[src/spd_pkg.sv]
// Shared types and constants for the smoothed pinch detector.
// No dependencies; the detector and the checker refer to this package by scoped names.
package spd_pkg;

   // Sequencer states of the detector
   typedef enum logic [3:0] {
      ST_IDLE,
      ST_ABS,
      ST_MUL,
      ST_SUM,
      ST_SQRT,
      ST_SMOOTH,
      ST_DECIDE,
      ST_DIV,
      ST_FINISH
   } spd_state_type;

   // Register indexes (address bit 2 of the CSR port)
   localparam logic REG_THRESHOLD = 1'b0;
   localparam logic REG_START     = 1'b1;

   localparam int CFG_W = 16;
   localparam logic [CFG_W-1:0] THRESHOLD_RESET = 16'd1245;
   localparam logic [CFG_W-1:0] START_RESET     = 16'd3604;

   // Q1.15 unity and the number of quotient bits of the factor divide
   localparam logic [15:0] FACTOR_ONE = 16'h8000;
   localparam int DIV_STEPS = 15;

   // The squared distance is held to this many bits (saturating above)
   localparam int SUM_CAP = 64;

endpackage

[src/spd_req_if.sv]
// Input channel of the pinch detector: valid/ready plus two tip positions.
// Depends on nothing; width follows POS_BITS.
interface spd_req_if #(parameter int POS_BITS = 20) ();
   logic                       valid;
   logic                       ready;
   logic                       thumb_valid;
   logic                       index_valid;
   logic signed [POS_BITS-1:0] thumb_x;
   logic signed [POS_BITS-1:0] thumb_y;
   logic signed [POS_BITS-1:0] thumb_z;
   logic signed [POS_BITS-1:0] index_x;
   logic signed [POS_BITS-1:0] index_y;
   logic signed [POS_BITS-1:0] index_z;

   modport source (output valid, thumb_valid, index_valid, thumb_x, thumb_y, thumb_z,
                   index_x, index_y, index_z, input ready);
   modport sink   (input valid, thumb_valid, index_valid, thumb_x, thumb_y, thumb_z,
                   index_x, index_y, index_z, output ready);
endinterface

[src/spd_rsp_if.sv]
// Result channel of the pinch detector: valid/ready, pinching flag, Q1.15 factor.
// Depends on nothing.
interface spd_rsp_if ();
   logic        valid;
   logic        ready;
   logic        pinching;
   logic [15:0] pinch_factor;

   modport source (output valid, pinching, pinch_factor, input ready);
   modport sink   (input valid, pinching, pinch_factor, output ready);
endinterface

[src/smoothed_pinch_detector.sv]
// Smoothed pinch detector (square root width capped above POS_BITS=31). An item with
// either tip invalid goes straight to finish with a fixed answer; otherwise it runs the
// magnitude, squaring, root, smoothing and decision steps, plus a divide if needed.
// One item at a time: the next transfer is taken the cycle after the result is handed to
// the output register. Time is set by the bit-serial squarers, root and divider.
// Synchronous active-high reset: idle, no result, smoothed distance 0, CSRs to defaults.
module smoothed_pinch_detector #(
   parameter int POS_BITS = 20
) (
   input  logic        clock,
   input  logic        reset,
   spd_req_if.sink     req_chan,
   spd_rsp_if.source   rsp_chan,
   input  logic        csr_psel,
   input  logic        csr_penable,
   input  logic        csr_pwrite,
   input  logic [2:0]  csr_paddr,
   input  logic [31:0] csr_pwdata,
   output logic [31:0] csr_prdata,
   output logic        csr_pready
);

   localparam int DW     = POS_BITS + 1;                 // difference / distance width
   localparam int EXW    = 2 * DW;                       // exact square and sum width
   localparam int SUM_W  = (EXW > spd_pkg::SUM_CAP) ? spd_pkg::SUM_CAP : EXW;
   localparam int SQ_IT  = SUM_W / 2;                    // root bits, one per cycle
   localparam int REM_W  = SQ_IT + 2;
   localparam int MAXIT  = (DW > spd_pkg::DIV_STEPS) ? DW : spd_pkg::DIV_STEPS;
   localparam int CNT_W  = $clog2(MAXIT + 1);
   localparam int CW     = (DW > spd_pkg::CFG_W) ? DW : spd_pkg::CFG_W;
   localparam int QW     = spd_pkg::DIV_STEPS;

   spd_pkg::spd_state_type state_ff, state_in;

   logic [spd_pkg::CFG_W-1:0] threshold_ff, start_ff;
   logic                      csr_write;

   logic [DW-1:0]    diff_ff [3];
   logic [DW-1:0]    diff_in [3];
   logic [EXW-1:0]   mcand_ff [3];
   logic [EXW-1:0]   mcand_in [3];
   logic [DW-1:0]    mplier_ff [3];
   logic [DW-1:0]    mplier_in [3];
   logic [EXW-1:0]   acc_ff [3];
   logic [EXW-1:0]   acc_in [3];
   logic [DW-1:0]    mag [3];

   logic [CNT_W-1:0] cnt_ff, cnt_in;

   logic [EXW-1:0]   sum_exact;
   logic [SUM_W-1:0] sum_sat;
   logic [SUM_W-1:0] rad_ff, rad_in;
   logic [REM_W-1:0] rem_ff, rem_in;
   logic [SQ_IT-1:0] root_ff, root_in;
   logic [REM_W-1:0] trial_rem, trial;

   logic [DW-1:0]    smooth_ff, smooth_in;
   logic [DW:0]      smooth_sum;

   logic [CW-1:0]    s_ext, t_ext, st_ext;
   logic             below_thr, factor_zero, at_thr;

   logic [spd_pkg::CFG_W:0]   drem_ff, drem_in, drem_shift, den;
   logic [QW-1:0]             quo_ff, quo_in;

   logic             res_pinch_ff, res_pinch_in;
   logic [15:0]      res_factor_ff, res_factor_in;

   logic             rsp_valid_ff, rsp_valid_in;
   logic             rsp_pinch_ff, rsp_pinch_in;
   logic [15:0]      rsp_factor_ff, rsp_factor_in;
   logic             out_free, req_take;

   // ---------------------------------------------------------------- CSR port
   assign csr_pready = 1'b1;
   assign csr_write  = csr_psel & csr_penable & csr_pwrite;

   always_comb begin
      unique case (csr_paddr[2])
         spd_pkg::REG_THRESHOLD: csr_prdata = 32'(threshold_ff);
         spd_pkg::REG_START:     csr_prdata = 32'(start_ff);
         default:                csr_prdata = '0;
      endcase
   end

   always_ff @(posedge clock) begin
      if (reset) begin
         threshold_ff <= spd_pkg::THRESHOLD_RESET;
         start_ff     <= spd_pkg::START_RESET;
      end else if (csr_write) begin
         if (csr_paddr[2] == spd_pkg::REG_THRESHOLD) threshold_ff <= csr_pwdata[15:0];
         else                                        start_ff     <= csr_pwdata[15:0];
      end
   end

   // ---------------------------------------------------------------- handshakes
   assign req_chan.ready         = (state_ff == spd_pkg::ST_IDLE);
   assign req_take               = req_chan.valid & req_chan.ready;
   assign out_free               = ~rsp_valid_ff | rsp_chan.ready;
   assign rsp_chan.valid         = rsp_valid_ff;
   assign rsp_chan.pinching      = rsp_pinch_ff;
   assign rsp_chan.pinch_factor  = rsp_factor_ff;

   // ---------------------------------------------------------------- datapath helpers
   // magnitudes of the registered differences
   always_comb begin
      for (int k = 0; k < 3; k++) begin
         mag[k] = diff_ff[k][DW-1] ? (~diff_ff[k] + DW'(1)) : diff_ff[k];
      end
   end

   // three-way sum of squares, clamped to SUM_W bits
   assign sum_exact = acc_ff[0] + acc_ff[1] + acc_ff[2];

   generate
      if (EXW > SUM_W) begin : g_sat
         assign sum_sat = (|sum_exact[EXW-1:SUM_W]) ? '1 : sum_exact[SUM_W-1:0];
      end else begin : g_nosat
         assign sum_sat = sum_exact[SUM_W-1:0];
      end
   endgenerate

   // one root bit per cycle: bring down two radicand bits, try (root<<2)|1
   assign trial_rem = {rem_ff[REM_W-3:0], rad_ff[SUM_W-1:SUM_W-2]};
   assign trial     = {root_ff, 2'b01};

   // smoothing add
   assign smooth_sum = (DW+1)'(DW'(root_ff)) + (DW+1)'(smooth_ff);

   // threshold decisions on the registered smoothed distance
   assign s_ext       = CW'(smooth_ff);
   assign t_ext       = CW'(threshold_ff);
   assign st_ext      = CW'(start_ff);
   assign below_thr   = s_ext < t_ext;
   assign factor_zero = (st_ext <= t_ext) || (s_ext >= st_ext);
   assign at_thr      = s_ext == t_ext;

   // restoring divide, one quotient bit per cycle
   assign drem_shift = {drem_ff[spd_pkg::CFG_W-1:0], 1'b0};
   assign den        = (spd_pkg::CFG_W+1)'(start_ff) - (spd_pkg::CFG_W+1)'(threshold_ff);

   // ---------------------------------------------------------------- next state
   always_comb begin
      state_in = state_ff;
      unique case (state_ff)
         spd_pkg::ST_IDLE: begin
            if (req_take) begin
               if (req_chan.thumb_valid & req_chan.index_valid) state_in = spd_pkg::ST_ABS;
               else                                             state_in = spd_pkg::ST_FINISH;
            end
         end
         spd_pkg::ST_ABS:    state_in = spd_pkg::ST_MUL;
         spd_pkg::ST_MUL: begin
            if (cnt_ff == CNT_W'(DW - 1)) state_in = spd_pkg::ST_SUM;
         end
         spd_pkg::ST_SUM:    state_in = spd_pkg::ST_SQRT;
         spd_pkg::ST_SQRT: begin
            if (cnt_ff == CNT_W'(SQ_IT - 1)) state_in = spd_pkg::ST_SMOOTH;
         end
         spd_pkg::ST_SMOOTH: state_in = spd_pkg::ST_DECIDE;
         spd_pkg::ST_DECIDE: begin
            if (below_thr || factor_zero || at_thr) state_in = spd_pkg::ST_FINISH;
            else                                    state_in = spd_pkg::ST_DIV;
         end
         spd_pkg::ST_DIV: begin
            if (cnt_ff == CNT_W'(QW - 1)) state_in = spd_pkg::ST_FINISH;
         end
         spd_pkg::ST_FINISH: begin
            if (out_free) state_in = spd_pkg::ST_IDLE;
         end
         default:            state_in = spd_pkg::ST_IDLE;
      endcase
   end

   // ---------------------------------------------------------------- datapath next values
   always_comb begin
      diff_in       = diff_ff;
      mcand_in      = mcand_ff;
      mplier_in     = mplier_ff;
      acc_in        = acc_ff;
      cnt_in        = cnt_ff;
      rad_in        = rad_ff;
      rem_in        = rem_ff;
      root_in       = root_ff;
      smooth_in     = smooth_ff;
      drem_in       = drem_ff;
      quo_in        = quo_ff;
      res_pinch_in  = res_pinch_ff;
      res_factor_in = res_factor_ff;
      rsp_valid_in  = rsp_valid_ff & ~rsp_chan.ready;
      rsp_pinch_in  = rsp_pinch_ff;
      rsp_factor_in = rsp_factor_ff;

      unique case (state_ff)
         spd_pkg::ST_IDLE: begin
            // sign-extended coordinate differences
            diff_in[0] = {req_chan.thumb_x[POS_BITS-1], req_chan.thumb_x}
                       - {req_chan.index_x[POS_BITS-1], req_chan.index_x};
            diff_in[1] = {req_chan.thumb_y[POS_BITS-1], req_chan.thumb_y}
                       - {req_chan.index_y[POS_BITS-1], req_chan.index_y};
            diff_in[2] = {req_chan.thumb_z[POS_BITS-1], req_chan.thumb_z}
                       - {req_chan.index_z[POS_BITS-1], req_chan.index_z};
            // invalid tip: fixed answer, state untouched
            res_pinch_in  = 1'b0;
            res_factor_in = spd_pkg::FACTOR_ONE;
         end
         spd_pkg::ST_ABS: begin
            for (int k = 0; k < 3; k++) begin
               mcand_in[k]  = EXW'(mag[k]);
               mplier_in[k] = mag[k];
               acc_in[k]    = '0;
            end
            cnt_in = '0;
         end
         spd_pkg::ST_MUL: begin
            // shift-and-add squaring, one multiplier bit per cycle
            for (int k = 0; k < 3; k++) begin
               if (mplier_ff[k][0]) acc_in[k] = acc_ff[k] + mcand_ff[k];
               mcand_in[k]  = {mcand_ff[k][EXW-2:0], 1'b0};
               mplier_in[k] = {1'b0, mplier_ff[k][DW-1:1]};
            end
            cnt_in = cnt_ff + CNT_W'(1);
         end
         spd_pkg::ST_SUM: begin
            rad_in  = sum_sat;
            rem_in  = '0;
            root_in = '0;
            cnt_in  = '0;
         end
         spd_pkg::ST_SQRT: begin
            if (trial_rem >= trial) begin
               rem_in  = trial_rem - trial;
               root_in = {root_ff[SQ_IT-2:0], 1'b1};
            end else begin
               rem_in  = trial_rem;
               root_in = {root_ff[SQ_IT-2:0], 1'b0};
            end
            rad_in = {rad_ff[SUM_W-3:0], 2'b00};
            cnt_in = cnt_ff + CNT_W'(1);
         end
         spd_pkg::ST_SMOOTH: begin
            smooth_in = smooth_sum[DW:1];
         end
         spd_pkg::ST_DECIDE: begin
            cnt_in = '0;
            quo_in = '0;
            // on the divide path s is below the start, so it fits the register width
            drem_in = (spd_pkg::CFG_W+1)'(start_ff)
                    - (spd_pkg::CFG_W+1)'(s_ext[spd_pkg::CFG_W-1:0]);
            priority if (below_thr) begin
               res_pinch_in  = 1'b1;
               res_factor_in = spd_pkg::FACTOR_ONE;
            end else if (factor_zero) begin
               res_pinch_in  = 1'b0;
               res_factor_in = '0;
            end else if (at_thr) begin
               // exactly at the threshold the ramp is at full scale, beyond the quotient
               res_pinch_in  = 1'b0;
               res_factor_in = spd_pkg::FACTOR_ONE;
            end else begin
               res_pinch_in  = 1'b0;
            end
         end
         spd_pkg::ST_DIV: begin
            if (drem_shift >= den) begin
               drem_in = drem_shift - den;
               quo_in  = {quo_ff[QW-2:0], 1'b1};
            end else begin
               drem_in = drem_shift;
               quo_in  = {quo_ff[QW-2:0], 1'b0};
            end
            res_factor_in = {1'b0, quo_in};
            cnt_in        = cnt_ff + CNT_W'(1);
         end
         spd_pkg::ST_FINISH: begin
            if (out_free) begin
               rsp_valid_in  = 1'b1;
               rsp_pinch_in  = res_pinch_ff;
               rsp_factor_in = res_factor_ff;
            end
         end
         default: begin
         end
      endcase
   end

   // ---------------------------------------------------------------- registers
   always_ff @(posedge clock) begin
      if (reset) begin
         state_ff     <= spd_pkg::ST_IDLE;
         rsp_valid_ff <= 1'b0;
         smooth_ff    <= '0;
         cnt_ff       <= '0;
      end else begin
         state_ff     <= state_in;
         rsp_valid_ff <= rsp_valid_in;
         smooth_ff    <= smooth_in;
         cnt_ff       <= cnt_in;
      end
   end

   always_ff @(posedge clock) begin
      diff_ff       <= diff_in;
      mcand_ff      <= mcand_in;
      mplier_ff     <= mplier_in;
      acc_ff        <= acc_in;
      rad_ff        <= rad_in;
      rem_ff        <= rem_in;
      root_ff       <= root_in;
      drem_ff       <= drem_in;
      quo_ff        <= quo_in;
      res_pinch_ff  <= res_pinch_in;
      res_factor_ff <= res_factor_in;
      rsp_pinch_ff  <= rsp_pinch_in;
      rsp_factor_ff <= rsp_factor_in;
   end

endmodule

[src/flat_wrapper.sv]
// flat-port wrapper written by rule: the top's interface ports become plain ports
module smoothed_pinch_detector_flat 
#(
   parameter int POS_BITS = 20
)
  (clock, reset, csr_psel, csr_penable, csr_pwrite, csr_paddr, csr_pwdata, csr_prdata, csr_pready, req_chan_valid, req_chan_thumb_valid, req_chan_index_valid, req_chan_thumb_x, req_chan_thumb_y, req_chan_thumb_z, req_chan_index_x, req_chan_index_y, req_chan_index_z, req_chan_ready, rsp_chan_valid, rsp_chan_pinching, rsp_chan_pinch_factor, rsp_chan_ready);
  spd_req_if #(.POS_BITS(POS_BITS)) req_chan_i ();
  spd_rsp_if rsp_chan_i ();
  input  logic clock;
  input  logic reset;
  input  logic csr_psel;
  input  logic csr_penable;
  input  logic csr_pwrite;
  input  logic [2:0] csr_paddr;
  input  logic [31:0] csr_pwdata;
  output logic [31:0] csr_prdata;
  output logic csr_pready;
  input wire logic [$bits(req_chan_i.valid)-1:0] req_chan_valid;
  input wire logic [$bits(req_chan_i.thumb_valid)-1:0] req_chan_thumb_valid;
  input wire logic [$bits(req_chan_i.index_valid)-1:0] req_chan_index_valid;
  input wire logic [$bits(req_chan_i.thumb_x)-1:0] req_chan_thumb_x;
  input wire logic [$bits(req_chan_i.thumb_y)-1:0] req_chan_thumb_y;
  input wire logic [$bits(req_chan_i.thumb_z)-1:0] req_chan_thumb_z;
  input wire logic [$bits(req_chan_i.index_x)-1:0] req_chan_index_x;
  input wire logic [$bits(req_chan_i.index_y)-1:0] req_chan_index_y;
  input wire logic [$bits(req_chan_i.index_z)-1:0] req_chan_index_z;
  output wire logic [$bits(req_chan_i.ready)-1:0] req_chan_ready;
  output wire logic [$bits(rsp_chan_i.valid)-1:0] rsp_chan_valid;
  output wire logic [$bits(rsp_chan_i.pinching)-1:0] rsp_chan_pinching;
  output wire logic [$bits(rsp_chan_i.pinch_factor)-1:0] rsp_chan_pinch_factor;
  input wire logic [$bits(rsp_chan_i.ready)-1:0] rsp_chan_ready;
  assign req_chan_i.valid = req_chan_valid;
  assign req_chan_i.thumb_valid = req_chan_thumb_valid;
  assign req_chan_i.index_valid = req_chan_index_valid;
  assign req_chan_i.thumb_x = req_chan_thumb_x;
  assign req_chan_i.thumb_y = req_chan_thumb_y;
  assign req_chan_i.thumb_z = req_chan_thumb_z;
  assign req_chan_i.index_x = req_chan_index_x;
  assign req_chan_i.index_y = req_chan_index_y;
  assign req_chan_i.index_z = req_chan_index_z;
  assign req_chan_ready = req_chan_i.ready;
  assign rsp_chan_valid = rsp_chan_i.valid;
  assign rsp_chan_pinching = rsp_chan_i.pinching;
  assign rsp_chan_pinch_factor = rsp_chan_i.pinch_factor;
  assign rsp_chan_i.ready = rsp_chan_ready;
  smoothed_pinch_detector #(.POS_BITS(POS_BITS)) u_core (.clock(clock), .reset(reset), .req_chan(req_chan_i), .rsp_chan(rsp_chan_i), .csr_psel(csr_psel), .csr_penable(csr_penable), .csr_pwrite(csr_pwrite), .csr_paddr(csr_paddr), .csr_pwdata(csr_pwdata), .csr_prdata(csr_prdata), .csr_pready(csr_pready));
endmodule
[config.mk]
export PLATFORM = sky130hd
export DESIGN_NAME = smoothed_pinch_detector_flat
export DESIGN_NICKNAME = d
export VERILOG_FILES = /design/src/spd_pkg.sv /design/src/spd_req_if.sv /design/src/spd_rsp_if.sv /design/src/smoothed_pinch_detector.sv /design/src/flat_wrapper.sv
export SDC_FILE = /design/constraint.sdc
export NUM_CORES = 2
export LEC_CHECK = 0
export ABC_AREA = 0
export BUFFER_PORTS_ARGS = -buffer_cell sky130_fd_sc_hd__buf_2
export CAP_MARGIN = 20
export CORE_UTILIZATION = 35
export CTS_BUF_LIST = sky130_fd_sc_hd__clkbuf_2 sky130_fd_sc_hd__clkbuf_4 sky130_fd_sc_hd__clkbuf_8
export DETAILED_ROUTE_END_ITERATION = 8
export PLACE_DENSITY_LB_ADDON = 0.2
export SYNTH_ARGS = -nofsm -noshare
export SYNTH_HDL_FRONTEND = slang
export SYNTH_SLANG_ARGS = --single-unit
[constraint.sdc]
create_clock -name clock -period 9.4 [get_ports clock]
set_clock_uncertainty 0.05 [all_clocks]
set_input_delay 1.41 -clock clock [delete_from_list [all_inputs] [get_ports clock]]
set_output_delay 1.41 -clock clock [all_outputs]
set_load 0.01 [all_outputs]
Yosys cells after proc, flatten, opt, wreduce, memory -nomap -nowiden
Cells that the tools add are included.
{"block": "word_totals", "reg_bits": 589, "input_bits": 164}
{"block": "classes", "addsub": 17, "n_lt_le_gt_ge": 5, "eq_ne": 20, "mux": 36, "bitwise": 12, "reduce_logical": 20}
{"cell": "$pmux 126 s2", "count": 2}
{"cell": "$add 42x42->42", "count": 5}
{"cell": "$mux 42", "count": 3}
{"cell": "$pmux 63 s2", "count": 1}
{"cell": "$mux 21", "count": 4}
{"cell": "$pmux 21 s2", "count": 2}
{"cell": "$pmux 42 s2", "count": 1}
{"cell": "$mux 16", "count": 4}
{"cell": "$pmux 32 s2", "count": 1}
{"cell": "$add 21x1->21 const B", "count": 3}
{"cell": "$not 21->21", "count": 3}
{"cell": "$sub 20x20->21", "count": 3}
{"cell": "$pmux 16 s3", "count": 1}
{"cell": "$pmux 4 s9", "count": 1}
{"cell": "$pmux 16 s2", "count": 1}
{"cell": "$sub 16x16->16", "count": 2}
{"cell": "$mux 4", "count": 7}
{"cell": "$pmux 14 s2", "count": 1}
{"cell": "$ge 23x23->1", "count": 1}
{"cell": "$add 21x21->22", "count": 1}
{"cell": "$eq 21x16->1", "count": 1}
{"cell": "$ge 21x16->1", "count": 1}
{"cell": "$lt 21x16->1", "count": 1}
{"cell": "$sub 21x21->21", "count": 1}
{"cell": "other kinds (26)", "count": 59}

Longest topological paths before layout
{"block": "logic_depth", "ltp_word": 6, "mapped_depth": 24}

Worst setup path before layout
Ideal clock, no wire load.
{"block": "synth_timing", "kind": "register to register", "from": "register u_core.state_ff[1]", "to": "register u_core.mcand_ff[0] (netlist name) (enable)", "arrival_time_ps": 8750, "path_slack_ps": -142, "stages_incl_launch_ff": 5, "n_path_buf": 1, "period_less_slack_ps": 9542, "path_cell_list": "dfxtp_1 > clkbuf_1 > nor2b_1 > nor2_1 > nor2_1"}
{"block": "synth_via", "elab_chain_cells": 2, "elab_cells_between_ends": 3, "cone_classes": "2 x eq/ne; 1 x reduce/logical"}
{"item": "start: declaration", "line": "smoothed_pinch_detector.sv:33", "text": "spd_pkg::spd_state_type state_ff, state_in;"}
{"item": "start signal: assignment", "line": "smoothed_pinch_detector.sv:290", "text": "state_ff <= spd_pkg::ST_IDLE;"}
{"item": "start signal: assignment", "line": "smoothed_pinch_detector.sv:295", "text": "state_ff <= state_in;"}
{"item": "$eq 4x1->1 / $eq 4x2->1 (equally long branches)", "line": "smoothed_pinch_detector.sv:194", "text": "unique case (state_ff)"}
{"item": "$reduce_bool 2->1 (no line) *"}
{"item": "end signal: assignment", "line": "smoothed_pinch_detector.sv:304", "text": "mcand_ff <= mcand_in;"}
{"item": "end: declaration", "line": "smoothed_pinch_detector.sv:40", "text": "logic [EXW-1:0] mcand_ff [3];"}
Mark *: on every way between the ends. The rest lies on a longest branch, timed or not.
A chain may end at the register's enable or synchronous reset.

Worst setup path in the final report
{"block": "layout_timing", "from": "register u_core.start_ff[1] (netlist name)", "to": "register u_core.drem_ff[1] (netlist name) (data pin)"}
{"block": "layout_via", "elab_chain_cells": 4, "elab_cells_between_ends": 6, "cone_classes": "3 x add/sub; 1 x order compare; 2 x mux"}
{"item": "start: declaration", "line": "smoothed_pinch_detector.sv:35", "text": "logic [spd_pkg::CFG_W-1:0] threshold_ff, start_ff;"}
{"item": "start signal: assignment", "line": "smoothed_pinch_detector.sv:89", "text": "start_ff <= spd_pkg::START_RESET;"}
{"item": "start signal: assignment", "line": "smoothed_pinch_detector.sv:92", "text": "else start_ff <= csr_pwdata[15:0];"}
{"item": "$sub 16x16->17", "line": "smoothed_pinch_detector.sv:140", "text": "assign den = (spd_pkg::CFG_W+1)'(start_ff) - (spd_pkg::CFG_W+1)'(threshold_ff);"}
{"item": "$sub 16x16->16 / $ge 17x17->1 (equally long branches)", "line": "smoothed_pinch_detector.sv:266, smoothed_pinch_detector.sv:265"}
{"item": "$mux 16", "line": "smoothed_pinch_detector.sv:265", "text": "if (drem_shift >= den) begin"}
{"item": "$pmux 16 s2 *", "line": "smoothed_pinch_detector.sv:194"}
{"item": "via u_core.drem_in, one bit", "line": "smoothed_pinch_detector.sv:63", "text": "logic [spd_pkg::CFG_W:0] drem_ff, drem_in, drem_shift, den;"}
{"item": "end signal: assignment", "line": "smoothed_pinch_detector.sv:310", "text": "drem_ff <= drem_in;"}
{"item": "end: declaration", "line": "smoothed_pinch_detector.sv:63"}
The timed path passes the listed nets; every way through them passes the cells marked *.

==> reports/metrics.csv <==
metric;value;unit
final.min_clock_period;5340;ps
hpwlAfterDp;71.6;mm
post_drt_wl_per_cell;16.5;microns
routed_wl;97.3;mm
final_cell_area;44900;sq um
yosysTopAreaCell;edfxtp_1;
cp-start-kind;flip-flop;
clockRootBuffer;clkbuf_8;
yosysWarningCount;0;
grt_usage;0.166;
synth-edff-count;526;
mappedNetlistArea;40300;sq um
synth_area_leaders;edfxtp_1 (39%), ha_1 (11%), a21oi_1 (4.0%);
area_growth;11.4;%
peakVddDrop;0.268;mV
syn_area_per_cell;9.81;sq um
io_pins;216;
fp.dieW;342;microns
num_rows;124;
max_freq;187;MHz
crit_family;compound AO/OA/AOI/OAI gates;
path_cells;ha_1 -> nor2b_1 -> o21ai_0 -> a21boi_0 -> o21ai_0 -> a21boi_0 -> o21ai_1 -> a21oi_1 -> o21ai_1 -> or4b_2 -> o311a_1 -> ha_1 -> nand4_1 -> o31ai_1 -> o211ai_1 -> o21ai_2 -> buf_4 -> mux2_2 -> nor2_1 -> a21oi_1;
overflow;0;
die_height;342;microns
antenna_found_initial;1;
layout.nets;4859;
yosysSeqAreaShare;0.423;
slowest_delay;600;ps
core_region_area;114000;sq um
synth-seq-cells;589;
syn_inst;4112;
clk_pin_slew;60;ps
grt_max_degree;182;
final-setup-viol-count;0;
drv_slew;0;
via_per_inst;5.16;
max-slew-margin-rel;0.253;
rsz0062_at_grt;no;
routabilityCongestion;0.845;
port_buffers;180;
cts_buffers;109;
grt_pass1_wl;157;mm
synth-xor-area-share;0.0604;
cp.required;9830;ps
grt_pass1_vias;30189;
clk_latency;790;ps
drv_cap;0;
synth_top_family_by_area;compound AO/OA/AOI/OAI gates;
critPathKind;reg -> reg;
path_max_fanout;23;
slowest_stage;or4b_2;
initial_core_util;0.353;
ys.flop_type;edfxtp_1;
leakagePower;18.6;nW
yosysMostFrequentCell;edfxtp_1;
dr.pass1.iters;5;
ys_types;94;
drive_gt1_frac;0.0995;
worstMarginPinSlew;1120;ps
holdCritPathClass;reg -> reg;
synthArstFlopShare;0;
netlist.area_leader.share;0.392;
synth_adder_area_share;0.135;
dpl_cell_area;42800;sq um
path_buf_inv;1;
hold_viol;0;
clockBufferDepth;3;
post-cts-setup-buffer-count;0;
synthTopCellsByCount;edfxtp_1 (526), nor2_1 (371), ha_1 (352), nand2_1 (346), a21oi_1 (324);
status;complete, no violations;
synthSimpleGateAreaFrac;0.148;
drtIter0Drc;1307;
die-area;117000;sq um
ant_nets;0;
synthMuxAreaShare;0.00782;
num_vias;30394;
cts_tree;yes;
setup_tns;0;ps
ctsResizeCount;0;
htree_levels;3;
synth_compound_area_frac;0.185;
powerDensity;317;nW/um^2
cts_sinks;589;
worst-endpoint-arrival;5770;ps
postCtsHoldBufs;0;
remaining_drc_errors;0;
timing.final.crit_share;0.568;
cp-end-kind;flip-flop;
[cell type report]
cell class,instances,area [sq um]
fill,11419,69400
multi-input combinational,3139,21800
sequential,589,17100
tap,1512,1890
clock buffer,144,1780
timing repair buffer,203,1110
inverter,249,935
clock inverter,56,370
antenna,1,2.50
[power by group]
part,switching (mW),total (mW),internal [mW]
registers,0.554,4.75,4.20
logic,4.11,7.02,2.91
clock network,1.18,2.48,1.30
[layer usage]
metal | wire, microns | GRT usage
met5 | 0 | 0
met4 | 2440 | 0.0501
met3 | 3330 | 0.0228
met2 | 46100 | 0.286
met1 | 45400 | 0.216
[final timing paths]
| check | startpoint | to | slack, ps | cells after the start |
|---|---|---|---|---|
| max | u_core.start_ff[1] | u_core.drem_ff[1] | 4060 | 20 |
| min | u_core.res_factor_ff[15] | u_core.rsp_chan.pinch_factor[15] | 370 | 0 |
| max reg2reg | u_core.start_ff[1] | u_core.drem_ff[1] | 4060 | 20 |
| min reg2reg | u_core.res_factor_ff[15] | u_core.rsp_chan.pinch_factor[15] | 370 | 0 |
[sequential cells by signal (all words and copies together) (netlist names), 21 cells and up]
name / count
u_core.mcand_ff: 126
u_core.s_ext: 21
u_core.diff_ff: 63
u_core.rem_ff: 21
u_core.rad_ff: 42
u_core.root_ff: 21
u_core.acc_ff: 126
u_core.mplier_ff: 63
[cells by family (layout without fill, tap and decap cells)]
logic type | Yosys count | count (layout)
flops | 589 | 589
fa+ha+maj | 404 | 404
xor+xnor | 278 | 278
simple gates | 1257 | 1257
mux | 31 | 31
other cells | 2 | 18
buf+inv | 399 | 652
compound gates | 1152 | 1152
[placed cells by master (no fill, tap or decap), types with 15 or more instances in the layout]
master,count
edfxtp_1,526
nor2_1,365
ha_1,352
nand2_1,344
a21oi_1,324
inv_1,248
o21ai_0,218
buf_2,180
xnor2_1,154
o21a_1,145
a21o_1,140
and3_1,134
xor2_1,124
clkbuf_8,112
nor3_1,75
nand3_1,70
dfxtp_1,63
fa_1,52
nor2b_1,51
nand2b_1,51
a211oi_1,45
o21bai_1,34
clkbuf_4,32
nand4_1,31
o31ai_1,30
or3_1,30
a31oi_1,30
a21boi_0,28
mux2i_1,27
clkinv_1,26
a211o_1,21
buf_4,20
and2_1,19
clkinv_2,19
o211ai_1,18
nor4_1,17
conb_1,17
o41ai_1,16
nor3b_1,15
[through the flow]
stage	setup slack, ps	hold WS (ps)	utilization	power [mW]	std cells
2_1_floorplan	3070	350	-	10.2	4127
3_3_place_gp	4060	354	0.374	11.8	5692
3_5_place_dp	4020	357	0.374	11.8	5692
4_1_cts	4010	371	0.393	14.4	5892
5_1_grt	3610	378	0.393	15.4	5893
6_report	4060	369	0.393	14.3	5893
Power figures use the tool's default switching activity.
